<file path="src/hdl/sdrt_pkg.sv">
// ----------------------------------------------------------------------------
// sdrt_pkg
// Shared types and constants of the standby duty ratio tracker.
// ----------------------------------------------------------------------------
package sdrt_pkg;

   localparam int TICK_W     = 32;
   localparam int CMD_W      = 2;
   localparam int PERMILLE_W = 10;
   localparam int PERCENT_W  = 7;

   // serial divider operands: numerator holds standby_total * 100
   localparam int NUM_W = TICK_W + 7;
   localparam int DEN_W = TICK_W + 1;

   localparam int PERMILLE_SCALE = 1000;
   localparam int PERCENT_SCALE  = 100;

   localparam logic [CMD_W-1:0] CMD_SUSPEND = 2'd0;
   localparam logic [CMD_W-1:0] CMD_RESUME  = 2'd1;
   localparam logic [CMD_W-1:0] CMD_QUERY   = 2'd2;

   typedef enum logic [3:0] {
      ST_CLEAR,
      ST_IDLE,
      ST_DIFF,
      ST_SETUP,
      ST_FILL,
      ST_READ,
      ST_WRITE,
      ST_PERM,
      ST_AVG,
      ST_AVG_WAIT,
      ST_OUT
   } state_type;

   typedef struct packed {
      logic capture;     // latch the accepted beat
      logic diff;        // span length, span start update
      logic setup;       // total update, paint setup
      logic fill_step;   // write one ring entry without reading it
      logic read_issue;  // read ring entry at paint pointer
      logic write_step;  // write ring entry, adjust standby count
      logic end_paint;   // ring position takes the paint pointer
      logic avg_start;   // start average percent division
      logic save_perm;
      logic save_avg;
      logic load_out;    // move both results into the output register
   } ctrl_cmd_type;

   typedef struct packed {
      logic remain_zero;
      logic record_cmd;  // resume or query
      logic span_big;    // span covers the whole ring
      logic div_done;
      logic div_busy;
   } dp_status_type;

endpackage

</file>
<file path="src/hdl/sdrt_divider.sv">
// ----------------------------------------------------------------------------
// sdrt_divider
// Restoring divider, one quotient bit per cycle.
// ----------------------------------------------------------------------------
module sdrt_divider (
   input  logic                       clock,
   input  logic                       reset,
   input  logic                       start,
   input  logic [sdrt_pkg::NUM_W-1:0] num,
   input  logic [sdrt_pkg::DEN_W-1:0] den,
   output logic [sdrt_pkg::NUM_W-1:0] quot,
   output logic                       busy,
   output logic                       done
);
   import sdrt_pkg::*;

   localparam int STEP_W = $clog2(NUM_W + 1);

   logic [NUM_W-1:0]  num_ff, num_in;
   logic [DEN_W-1:0]  den_ff, den_in;
   logic [DEN_W-1:0]  rem_ff, rem_in;
   logic [STEP_W-1:0] cnt_ff, cnt_in;
   logic              busy_ff, busy_in;
   logic              done_ff, done_in;
   logic [DEN_W:0]    trial;
   logic [DEN_W:0]    trial_sub;
   logic              trial_ge;

   always_comb begin
      trial     = {rem_ff, num_ff[NUM_W-1]};
      trial_sub = trial - {1'b0, den_ff};
      trial_ge  = trial >= {1'b0, den_ff};

      num_in  = num_ff;
      den_in  = den_ff;
      rem_in  = rem_ff;
      cnt_in  = cnt_ff;
      busy_in = busy_ff;
      done_in = 1'b0;

      if (start) begin
         num_in  = num;
         den_in  = den;
         rem_in  = '0;
         cnt_in  = STEP_W'(NUM_W);
         busy_in = 1'b1;
      end else if (busy_ff) begin
         // remainder stays below den, so it fits DEN_W bits
         rem_in = trial_ge ? trial_sub[DEN_W-1:0] : trial[DEN_W-1:0];
         num_in = {num_ff[NUM_W-2:0], trial_ge};
         cnt_in = cnt_ff - 1'b1;
         if (cnt_ff == STEP_W'(1)) begin
            busy_in = 1'b0;
            done_in = 1'b1;
         end
      end
   end

   always_ff @(posedge clock) begin
      if (reset) begin
         cnt_ff  <= '0;
         busy_ff <= 1'b0;
         done_ff <= 1'b0;
      end else begin
         cnt_ff  <= cnt_in;
         busy_ff <= busy_in;
         done_ff <= done_in;
      end
   end

   always_ff @(posedge clock) begin
      num_ff <= num_in;
      den_ff <= den_in;
      rem_ff <= rem_in;
   end

   assign quot = num_ff;
   assign busy = busy_ff;
   assign done = done_ff;

endmodule

</file>
<file path="src/hdl/sdrt_datapath.sv">
// ----------------------------------------------------------------------------
// sdrt_datapath
// Span bookkeeping, status ring memory, standby count and result registers.
// ----------------------------------------------------------------------------
module sdrt_datapath #(
   parameter int WINDOW = 256
) (
   input  logic                            clock,
   input  logic                            reset,
   input  sdrt_pkg::ctrl_cmd_type          ctl_cmd,
   output sdrt_pkg::dp_status_type         dp_status,
   input  logic [sdrt_pkg::CMD_W-1:0]      req_cmd,
   input  logic [sdrt_pkg::TICK_W-1:0]     req_now_tick,
   output logic [sdrt_pkg::PERMILLE_W-1:0] rsp_window_permille,
   output logic [sdrt_pkg::PERCENT_W-1:0]  rsp_average_percent
);
   import sdrt_pkg::*;

   localparam int AW    = (WINDOW > 1) ? $clog2(WINDOW) : 1;
   localparam int CNT_W = $clog2(WINDOW + 1);
   // per-mille by reciprocal multiply: count * 1000 * ceil(2^PM_SH / WINDOW)
   // >> PM_SH, exact for every count 0..WINDOW
   localparam int PM_SH = CNT_W + PERMILLE_W + CNT_W;
   localparam longint unsigned PM_RECIP = ((64'd1 << PM_SH) + WINDOW - 1) / WINDOW;
   localparam longint unsigned PM_MUL   = PERMILLE_SCALE * PM_RECIP;
   localparam int PM_PROD_W = PM_SH + PERMILLE_W + 1;

   // ring: 0 = standby, 1 = running
   logic              ring_mem [WINDOW];
   logic              ring_rd_ff;

   logic [CMD_W-1:0]  cmd_ff, cmd_in;
   logic [TICK_W-1:0] tick_ff, tick_in;
   logic [TICK_W-1:0] span_ff, span_in;
   logic [TICK_W-1:0] delta_ff, delta_in;
   logic [TICK_W-1:0] run_total_ff, run_total_in;
   logic [TICK_W-1:0] sby_total_ff, sby_total_in;
   logic [AW-1:0]     ring_pos_ff, ring_pos_in;
   logic [AW-1:0]     ptr_ff, ptr_in;
   logic [CNT_W-1:0]  remain_ff, remain_in;
   logic [CNT_W-1:0]  sby_cnt_ff, sby_cnt_in;
   logic              paint_ff, paint_in;
   logic              total_zero_ff, total_zero_in;
   logic [PERMILLE_W-1:0] perm_ff, perm_in;
   logic [PERCENT_W-1:0]  avg_ff, avg_in;
   logic [PERMILLE_W-1:0] rsp_perm_ff, rsp_perm_in;
   logic [PERCENT_W-1:0]  rsp_avg_ff, rsp_avg_in;

   logic [TICK_W:0]   sat_sum;
   logic [TICK_W-1:0] sat_base;
   logic [AW-1:0]     ptr_next;
   logic [PM_PROD_W-1:0] perm_full;
   logic [DEN_W-1:0]  total_sum;
   logic              div_start;
   logic [NUM_W-1:0]  div_num;
   logic [DEN_W-1:0]  div_den;
   logic [NUM_W-1:0]  div_quot;
   logic              div_busy;
   logic              div_done;
   logic              record_cmd;

   assign record_cmd = (cmd_ff == CMD_RESUME) || (cmd_ff == CMD_QUERY);
   assign ptr_next   = (ptr_ff == AW'(WINDOW - 1)) ? '0 : ptr_ff + 1'b1;
   assign perm_full  = PM_PROD_W'(sby_cnt_ff) * PM_PROD_W'(PM_MUL);
   assign total_sum  = {1'b0, sby_total_ff} + {1'b0, run_total_ff};
   assign sat_base   = (cmd_ff == CMD_QUERY) ? run_total_ff : sby_total_ff;
   assign sat_sum    = {1'b0, sat_base} + {1'b0, delta_ff};

   assign div_start = ctl_cmd.avg_start;
   assign div_num   = NUM_W'(sby_total_ff) * NUM_W'(PERCENT_SCALE);
   assign div_den   = total_sum;

   sdrt_divider u_divider (
      .clock (clock),
      .reset (reset),
      .start (div_start),
      .num   (div_num),
      .den   (div_den),
      .quot  (div_quot),
      .busy  (div_busy),
      .done  (div_done)
   );

   always_comb begin
      cmd_in        = cmd_ff;
      tick_in       = tick_ff;
      span_in       = span_ff;
      delta_in      = delta_ff;
      run_total_in  = run_total_ff;
      sby_total_in  = sby_total_ff;
      ring_pos_in   = ring_pos_ff;
      ptr_in        = ptr_ff;
      remain_in     = remain_ff;
      sby_cnt_in    = sby_cnt_ff;
      paint_in      = paint_ff;
      total_zero_in = total_zero_ff;
      perm_in       = perm_ff;
      avg_in        = avg_ff;
      rsp_perm_in   = rsp_perm_ff;
      rsp_avg_in    = rsp_avg_ff;

      if (ctl_cmd.capture) begin
         cmd_in  = req_cmd;
         tick_in = req_now_tick;
      end

      if (ctl_cmd.diff) begin
         delta_in = tick_ff - span_ff;
         if (cmd_ff == CMD_SUSPEND || record_cmd) begin
            span_in = tick_ff;
         end
      end

      if (ctl_cmd.setup) begin
         if (cmd_ff == CMD_QUERY) begin
            run_total_in = sat_sum[TICK_W] ? '1 : sat_sum[TICK_W-1:0];
         end else begin
            sby_total_in = sat_sum[TICK_W] ? '1 : sat_sum[TICK_W-1:0];
         end
         paint_in = (cmd_ff == CMD_QUERY);
         if (delta_ff >= TICK_W'(WINDOW)) begin
            // whole ring takes the span status, count is known up front
            ptr_in     = '0;
            remain_in  = CNT_W'(WINDOW);
            sby_cnt_in = (cmd_ff == CMD_QUERY) ? '0 : CNT_W'(WINDOW);
         end else begin
            ptr_in    = ring_pos_ff;
            remain_in = delta_ff[CNT_W-1:0];
         end
      end

      if (ctl_cmd.fill_step) begin
         ptr_in    = ptr_next;
         remain_in = remain_ff - 1'b1;
      end

      if (ctl_cmd.write_step) begin
         ptr_in    = ptr_next;
         remain_in = remain_ff - 1'b1;
         if (ring_rd_ff != paint_ff) begin
            sby_cnt_in = paint_ff ? sby_cnt_ff - 1'b1 : sby_cnt_ff + 1'b1;
         end
      end

      if (ctl_cmd.end_paint) begin
         ring_pos_in = ptr_ff;
      end

      if (ctl_cmd.avg_start) begin
         total_zero_in = (total_sum == '0);
      end

      if (ctl_cmd.save_perm) begin
         perm_in = perm_full[PM_SH +: PERMILLE_W];
      end

      if (ctl_cmd.save_avg) begin
         avg_in = total_zero_ff ? '0 : div_quot[PERCENT_W-1:0];
      end

      if (ctl_cmd.load_out) begin
         rsp_perm_in = perm_ff;
         rsp_avg_in  = avg_ff;
      end
   end

   always_ff @(posedge clock) begin
      if (reset) begin
         span_ff      <= '0;
         run_total_ff <= '0;
         sby_total_ff <= '0;
         ring_pos_ff  <= '0;
         ptr_ff       <= '0;
         remain_ff    <= CNT_W'(WINDOW);  // clearing pass after reset
         sby_cnt_ff   <= CNT_W'(WINDOW);
         paint_ff     <= 1'b0;
      end else begin
         span_ff      <= span_in;
         run_total_ff <= run_total_in;
         sby_total_ff <= sby_total_in;
         ring_pos_ff  <= ring_pos_in;
         ptr_ff       <= ptr_in;
         remain_ff    <= remain_in;
         sby_cnt_ff   <= sby_cnt_in;
         paint_ff     <= paint_in;
      end
   end

   always_ff @(posedge clock) begin
      cmd_ff        <= cmd_in;
      tick_ff       <= tick_in;
      delta_ff      <= delta_in;
      total_zero_ff <= total_zero_in;
      perm_ff       <= perm_in;
      avg_ff        <= avg_in;
      rsp_perm_ff   <= rsp_perm_in;
      rsp_avg_ff    <= rsp_avg_in;
   end

   always_ff @(posedge clock) begin
      if (ctl_cmd.fill_step || ctl_cmd.write_step) begin
         ring_mem[ptr_ff] <= paint_ff;
      end
      if (ctl_cmd.read_issue) begin
         ring_rd_ff <= ring_mem[ptr_ff];
      end
   end

   always_comb begin
      dp_status.remain_zero = (remain_ff == '0);
      dp_status.record_cmd  = record_cmd;
      dp_status.span_big    = (delta_ff >= TICK_W'(WINDOW));
      dp_status.div_done    = div_done;
      dp_status.div_busy    = div_busy;
   end

   assign rsp_window_permille = rsp_perm_ff;
   assign rsp_average_percent = rsp_avg_ff;

endmodule

</file>
<file path="src/hdl/sdrt_ctrl.sv">
// ----------------------------------------------------------------------------
// sdrt_ctrl
// Sequencer: clearing pass, span recording, ring painting, the percent
// division and the result handshake.
// ----------------------------------------------------------------------------
module sdrt_ctrl (
   input  logic                    clock,
   input  logic                    reset,
   input  logic                    req_valid,
   output logic                    req_stall,
   output logic                    rsp_valid,
   input  logic                    rsp_stall,
   output sdrt_pkg::ctrl_cmd_type  ctl_cmd,
   input  sdrt_pkg::dp_status_type dp_status
);
   import sdrt_pkg::*;

   state_type state_ff, state_in;
   logic      rsp_valid_ff, rsp_valid_in;

   always_ff @(posedge clock) begin
      if (reset) begin
         state_ff     <= ST_CLEAR;
         rsp_valid_ff <= 1'b0;
      end else begin
         state_ff     <= state_in;
         rsp_valid_ff <= rsp_valid_in;
      end
   end

   always_comb begin
      state_in     = state_ff;
      ctl_cmd      = '0;
      rsp_valid_in = rsp_valid_ff & rsp_stall;
      req_stall    = (state_ff != ST_IDLE);

      case (state_ff)
         ST_CLEAR: begin
            if (dp_status.remain_zero) begin
               ctl_cmd.end_paint = 1'b1;
               state_in          = ST_IDLE;
            end else begin
               ctl_cmd.fill_step = 1'b1;
            end
         end
         ST_IDLE: begin
            if (req_valid) begin
               ctl_cmd.capture = 1'b1;
               state_in        = ST_DIFF;
            end
         end
         ST_DIFF: begin
            ctl_cmd.diff = 1'b1;
            state_in     = dp_status.record_cmd ? ST_SETUP : ST_PERM;
         end
         ST_SETUP: begin
            ctl_cmd.setup = 1'b1;
            state_in      = dp_status.span_big ? ST_FILL : ST_READ;
         end
         ST_FILL: begin
            if (dp_status.remain_zero) begin
               ctl_cmd.end_paint = 1'b1;
               state_in          = ST_PERM;
            end else begin
               ctl_cmd.fill_step = 1'b1;
            end
         end
         ST_READ: begin
            if (dp_status.remain_zero) begin
               ctl_cmd.end_paint = 1'b1;
               state_in          = ST_PERM;
            end else begin
               ctl_cmd.read_issue = 1'b1;
               state_in           = ST_WRITE;
            end
         end
         ST_WRITE: begin
            ctl_cmd.write_step = 1'b1;
            state_in           = ST_READ;
         end
         ST_PERM: begin
            ctl_cmd.save_perm = 1'b1;
            state_in          = ST_AVG;
         end
         ST_AVG: begin
            ctl_cmd.avg_start = 1'b1;
            state_in          = ST_AVG_WAIT;
         end
         ST_AVG_WAIT: begin
            if (dp_status.div_done) begin
               ctl_cmd.save_avg = 1'b1;
               state_in         = ST_OUT;
            end
         end
         ST_OUT: begin
            // output register free, or its beat leaves this cycle
            if (!rsp_valid_ff || !rsp_stall) begin
               ctl_cmd.load_out = 1'b1;
               rsp_valid_in     = 1'b1;
               state_in         = ST_IDLE;
            end
         end
         default: begin
            state_in = ST_IDLE;
         end
      endcase
   end

   assign rsp_valid = rsp_valid_ff;

endmodule

</file>
<file path="src/hdl/standby_duty_ratio_tracker_core.sv">
// ----------------------------------------------------------------------------
// standby_duty_ratio_tracker_core
// Standby duty ratio tracker: span totals, ring bitmap and two ratios.
// ----------------------------------------------------------------------------
// One beat in, one beat out, one event at a time. After reset the ring memory
// is cleared one entry per cycle, and the block stalls its input meanwhile.
// An event then passes through bookkeeping (accept, span, setup for a resume
// or query only, per-mille by constant reciprocal multiply, output load),
// plus, for a resume or query, the ring painting: a read, then a write of
// the single-port ring memory per tick for a span shorter than WINDOW, or a
// write of every entry without a read when the span covers the whole ring,
// plus one 39-step run of the serial divider for the percent. The result
// sits in an output register, so the next event is taken while a result
// still waits.
module standby_duty_ratio_tracker_core #(
   parameter int WINDOW = 256
) (
   input  logic                            clock,
   input  logic                            reset,
   input  logic                            req_valid,
   output logic                            req_stall,
   input  logic [sdrt_pkg::CMD_W-1:0]      req_cmd,
   input  logic [sdrt_pkg::TICK_W-1:0]     req_now_tick,
   output logic                            rsp_valid,
   input  logic                            rsp_stall,
   output logic [sdrt_pkg::PERMILLE_W-1:0] rsp_window_permille,
   output logic [sdrt_pkg::PERCENT_W-1:0]  rsp_average_percent
);
   import sdrt_pkg::*;

   ctrl_cmd_type  ctl_cmd;
   dp_status_type dp_status;

   sdrt_ctrl u_ctrl (
      .clock     (clock),
      .reset     (reset),
      .req_valid (req_valid),
      .req_stall (req_stall),
      .rsp_valid (rsp_valid),
      .rsp_stall (rsp_stall),
      .ctl_cmd   (ctl_cmd),
      .dp_status (dp_status)
   );

   sdrt_datapath #(
      .WINDOW (WINDOW)
   ) u_datapath (
      .clock               (clock),
      .reset               (reset),
      .ctl_cmd             (ctl_cmd),
      .dp_status           (dp_status),
      .req_cmd             (req_cmd),
      .req_now_tick        (req_now_tick),
      .rsp_window_permille (rsp_window_permille),
      .rsp_average_percent (rsp_average_percent)
   );

   // an accepted beat keeps the input stalled while the event is worked on
   a_busy_after_accept: assert property (
      @(posedge clock) disable iff (reset)
      (req_valid && !req_stall) |=> req_stall
   ) else $error("input not stalled after accepted beat");

   // a new result never overwrites one that is still waiting
   a_no_overwrite: assert property (
      @(posedge clock) disable iff (reset)
      ctl_cmd.load_out |-> (!rsp_valid || !rsp_stall)
   ) else $error("result loaded over a waiting beat");

   // divider is idle whenever an event can be accepted
   a_div_idle: assert property (
      @(posedge clock) disable iff (reset)
      !req_stall |-> !dp_status.div_busy
   ) else $error("divider busy while idle");

   // a division is started only while the divider is free
   a_div_start: assert property (
      @(posedge clock) disable iff (reset)
      ctl_cmd.avg_start |-> !dp_status.div_busy
   ) else $error("divider started while busy");

endmodule

</file>
<file path="config.mk">
export PLATFORM = sky130hd
export DESIGN_NAME = standby_duty_ratio_tracker_core
export DESIGN_NICKNAME = d
export VERILOG_FILES = /design/src/hdl/sdrt_pkg.sv /design/src/hdl/sdrt_divider.sv /design/src/hdl/sdrt_datapath.sv /design/src/hdl/sdrt_ctrl.sv /design/src/hdl/standby_duty_ratio_tracker_core.sv
export SDC_FILE = /design/constraint.sdc
export NUM_CORES = 2
export LEC_CHECK = 0
export BUFFER_PORTS_ARGS = -buffer_cell sky130_fd_sc_hd__buf_2
export CAP_MARGIN = 5
export CELL_PAD_IN_SITES_DETAIL_PLACEMENT = 2
export CELL_PAD_IN_SITES_GLOBAL_PLACEMENT = 2
export CORE_MARGIN = 5
export CORE_UTILIZATION = 47
export CTS_BUF_LIST = sky130_fd_sc_hd__clkbuf_4 sky130_fd_sc_hd__clkbuf_8
export DETAILED_ROUTE_END_ITERATION = 7
export PLACE_DENSITY_LB_ADDON = 0.1
export SLEW_MARGIN = 20
export SYNTH_ARGS = -nofsm -noshare
export SYNTH_HDL_FRONTEND = slang
export SYNTH_HIERARCHICAL = 1
export SYNTH_SLANG_ARGS = --single-unit
</file>
<file path="constraint.sdc">
create_clock -name clock -period 10.5 [get_ports clock]
set_input_delay 1.575 -clock clock [delete_from_list [all_inputs] [get_ports clock]]
set_output_delay 1.575 -clock clock [all_outputs]
set_load 0.1 [all_outputs]
</file>
==> results.py <==
metrics = {
    "run_status": {
        "status": "finished, final reports clean",
    },
    "die": {
        "rows": 102,
        "start_util": 0.4734,
        "top_level_ports": 57,
        "core_mm2": 0.07734,
        "dieArea_mm2": 0.08358,
        "die_h_um": 289.1,
        "chipWidth_um": 289.1,
    },
    "sta": {
        "finalHoldViolations": 0,
        "worstMarginPinSlew_ns": 1.224,
        "setup_tns_ns": 0,
        "fin_crit_sh": 0.4871,
        "skew_ns": 0.05755,
        "fin_hold_ws_ns": 0.4236,
        "relSlewSlack": 0.1819,
        "max_freq_ghz": 0.1955,
        "setup_viol": 0,
        "grt_setup_unrepaired": "false",
        "min_period_ns": 5.114,
        "slew_violations": 0,
    },
    "setup_path": {
        "worstRegToRegCells": 14,
        "path_class": "reg2reg",
        "cp_cell_sequence": "inv_1, ha_2, buf_4, mux2_2, ha_1, o21ai_0, o21ai_1, o2111ai_1, a211o_1, a2111oi_4, or2_1, a221o_2, nor2_1, a211oi_1",
        "r2r_slack_ns": 5.39,
        "worstSetupEndpointType": "flip-flop",
        "worstSetupStartpointType": "flip-flop",
        "slowest_delay_ns": 0.68,
        "r2r-end": "u_datapath/run_total_ff[6]$_SDFFE_PP0P_",
        "cp.required_ns": 11.14,
        "crit_arrival_ns": 5.75,
        "r2r_start": "u_datapath/cmd_ff[0]$_DFFE_PP_",
        "cp_max_fo": 61,
        "cp_slowest_cell": "a221o_2",
    },
    "worst_hold_path": {
        "min_to": "u_datapath/rsp_average_percent[6]$_DFFE_PP_",
        "whs_path_depth": 0,
        "hp-start": "u_datapath/avg_ff[6]$_SDFFCE_PP0P_",
        "holdCritPathClass": "reg2reg",
    },
    "clock_tree": {
        "post_cts_buffers": 0,
        "cts_resized": 0,
        "cts_hold_buf": 0,
        "clockRootBuffer": "clkbuf_8",
        "cts_tree": "yes",
        "cts_buffer_depth": 3,
        "clk_latency_ns": 0.81,
        "ctsHtreeMaxLevel": 3,
        "cts_buffers": 108,
        "cts.reportedPaths.clkPinSlew_ns": 0.07,
        "clock-sinks": 607,
    },
    "yosys": {
        "avgSynthCellArea_um2": 10.33,
        "ys.warnings.count": 6,
        "synthCells": 3546,
        "syn-cell-area_mm2": 0.03661,
    },
    "grt": {
        "antenna_found_initial": 4,
        "grt_max_degree": 125,
        "grt_pass1_wl_um": 208900,
        "grt_pass1_vias": 33010,
        "grt_usage": 0.3277,
        "grt-ovfl-total": 0,
    },
    "power": {
        "p_int_uw": 5116,
        "p_clk_frac": 0.325,
        "p_sw_frac": 0.3683,
        "total_leakage_power_uw": 0.01559,
        "power.switching_uw": 2983,
        "power_frac_comb": 0.302,
        "p_seq_frac": 0.372,
        "powerDensity_mw_per_mm2": 200.8,
        "max-vdd-ir-drop_mv": 0.1114,
    },
    "drt": {
        "drc_errors": 0,
        "wl_per_cell_um": 29.35,
        "vias_per_cell": 6.239,
        "num_vias": 29480,
        "ant_nets": 0,
        "drt_pass1_iterations": 6,
        "drtIter0Drc": 1982,
        "wl_um": 138700,
    },
    "layout": {
        "nFillCells": 7790,
        "layout_commonest_cell": "nor2_1",
        "area_growth_pct": 10.19,
        "final_layout_size_suffix_gt1_frac": 0.1313,
        "final_cell_mix": "nor2_1 (479), edfxtp_1 (430), inv_1 (296), nand2_1 (283), ha_1 (279)",
        "nets": 3958,
    },
    "place": {
        "port_buffers": 56,
        "dp_hpwl_um": 87550,
        "place.gp.congestion": 0.8842,
    },
    "flow_run": {
        "max_cap_viol_count": 0,
    },
}
==> area by class of cell <==
class                           instances  area [µm²]  area share
Sequential cell                       607       16470      0.4082
Tap cell                             1040        1301     0.03226
Multi-Input combinational cell       2484       18400      0.4562
Timing Repair Buffer                   85       504.2     0.01250
Antenna cell                            4       10.01   0.0002481
Inverter                              298        1119     0.02773
Clock inverter                         38       465.4     0.01154
Clock buffer                          168        2074     0.05142
==> how the worst max path moves through the flow <==
stage | cells after the start | slack, ns | end | startpoint
2_1_floorplan | 6 | 4.32 | u_datapath/u_divider/quot[0]$_DFFE_PP_ | u_ctrl/state_ff[3]$_SDFFE_PP0P_
3_3_place_gp | 15 | 5.84 | u_datapath/run_total_ff[4]$_SDFFE_PP0P_ | u_datapath/cmd_ff[0]$_DFFE_PP_
3_5_place_dp | 15 | 5.67 | u_datapath/run_total_ff[4]$_SDFFE_PP0P_ | u_datapath/cmd_ff[0]$_DFFE_PP_
4_1_cts | 16 | 5.44 | u_datapath/u_divider/quot[32]$_DFFE_PP_ | u_datapath/sby_total_ff[3]$_SDFFE_PP0P_
5_1_grt | 16 | 5.23 | u_datapath/u_divider/quot[32]$_DFFE_PP_ | u_datapath/sby_total_ff[3]$_SDFFE_PP0P_
6_report | 14 | 5.39 | u_datapath/run_total_ff[6]$_SDFFE_PP0P_ | u_datapath/cmd_ff[0]$_DFFE_PP_
==> critical path: cells and delay by family (launching register included) <==
| family | cells | cell delay [ns] |
|---|---|---|
| AO/OA/AOI/OAI | 7 | 2.59 |
| buffers and inverters | 2 | 0.62 |
| adder cells (fa/ha/maj) | 2 | 0.53 |
| multiplexers | 1 | 0.42 |
| flip-flops | 1 | 0.41 |
| AND/OR/NAND/NOR | 2 | 0.36 |
==> metal layers <==
| layer | share of wire | track usage |
|---|---|---|
| met1 | 0.38 | 0.3700 |
| met2 | 0.51 | 0.5922 |
| met3 | 0.052 | 0.05767 |
| met4 | 0.057 | 0.1705 |
| met5 | 0 | 0 |
==> sequential cells by signal, summed over array words and instances, names as in the netlist, 2 cells and up <==
register and cells:
u_ctrl/state_ff 4, u_datapath/avg_ff 7, u_datapath/cmd_ff 2, u_datapath/delta_ff 32, u_datapath/perm_ff 10, u_datapath/ptr_ff 8
u_datapath/remain_ff 9, u_datapath/ring_mem 256, u_datapath/ring_pos_ff 8, u_datapath/rsp_average_percent 7, u_datapath/rsp_window_permille 10, u_datapath/run_total_ff 32
u_datapath/sby_cnt_ff 9, u_datapath/sby_total_ff 32, u_datapath/span_ff 32, u_datapath/tick_ff 32, u_datapath/u_divider/cnt_ff 6, u_datapath/u_divider/den_ff 33
u_datapath/u_divider/quot 39, u_datapath/u_divider/rem_ff 33
==> metrics by stage <==
step	instances	worst slack [ns]	power, µW	area [µm²]	utilization
floorplan	3547	4.319	4658	36620	-
global placement	4514	5.836	5198	37790	0.4886
detailed placement	4514	5.668	5366	37790	0.4886
CTS	4720	5.440	8119	40330	0.5214
global route	4722	5.230	8428	40340	0.5216
finish	4724	5.386	8099	40340	0.5216
==> power by group through the flow <==
stage | Combinational (µW) | Clock (µW) | Sequential [µW]
floorplan | 1720 | 0 | 2940
global placement | 2160 | 0 | 3040
detailed placement | 2320 | 0 | 3050
CTS | 2420 | 2690 | 3010
global route | 2610 | 2780 | 3030
finish | 2450 | 2640 | 3020
Note: power is estimated with default switching activity, not from simulation.
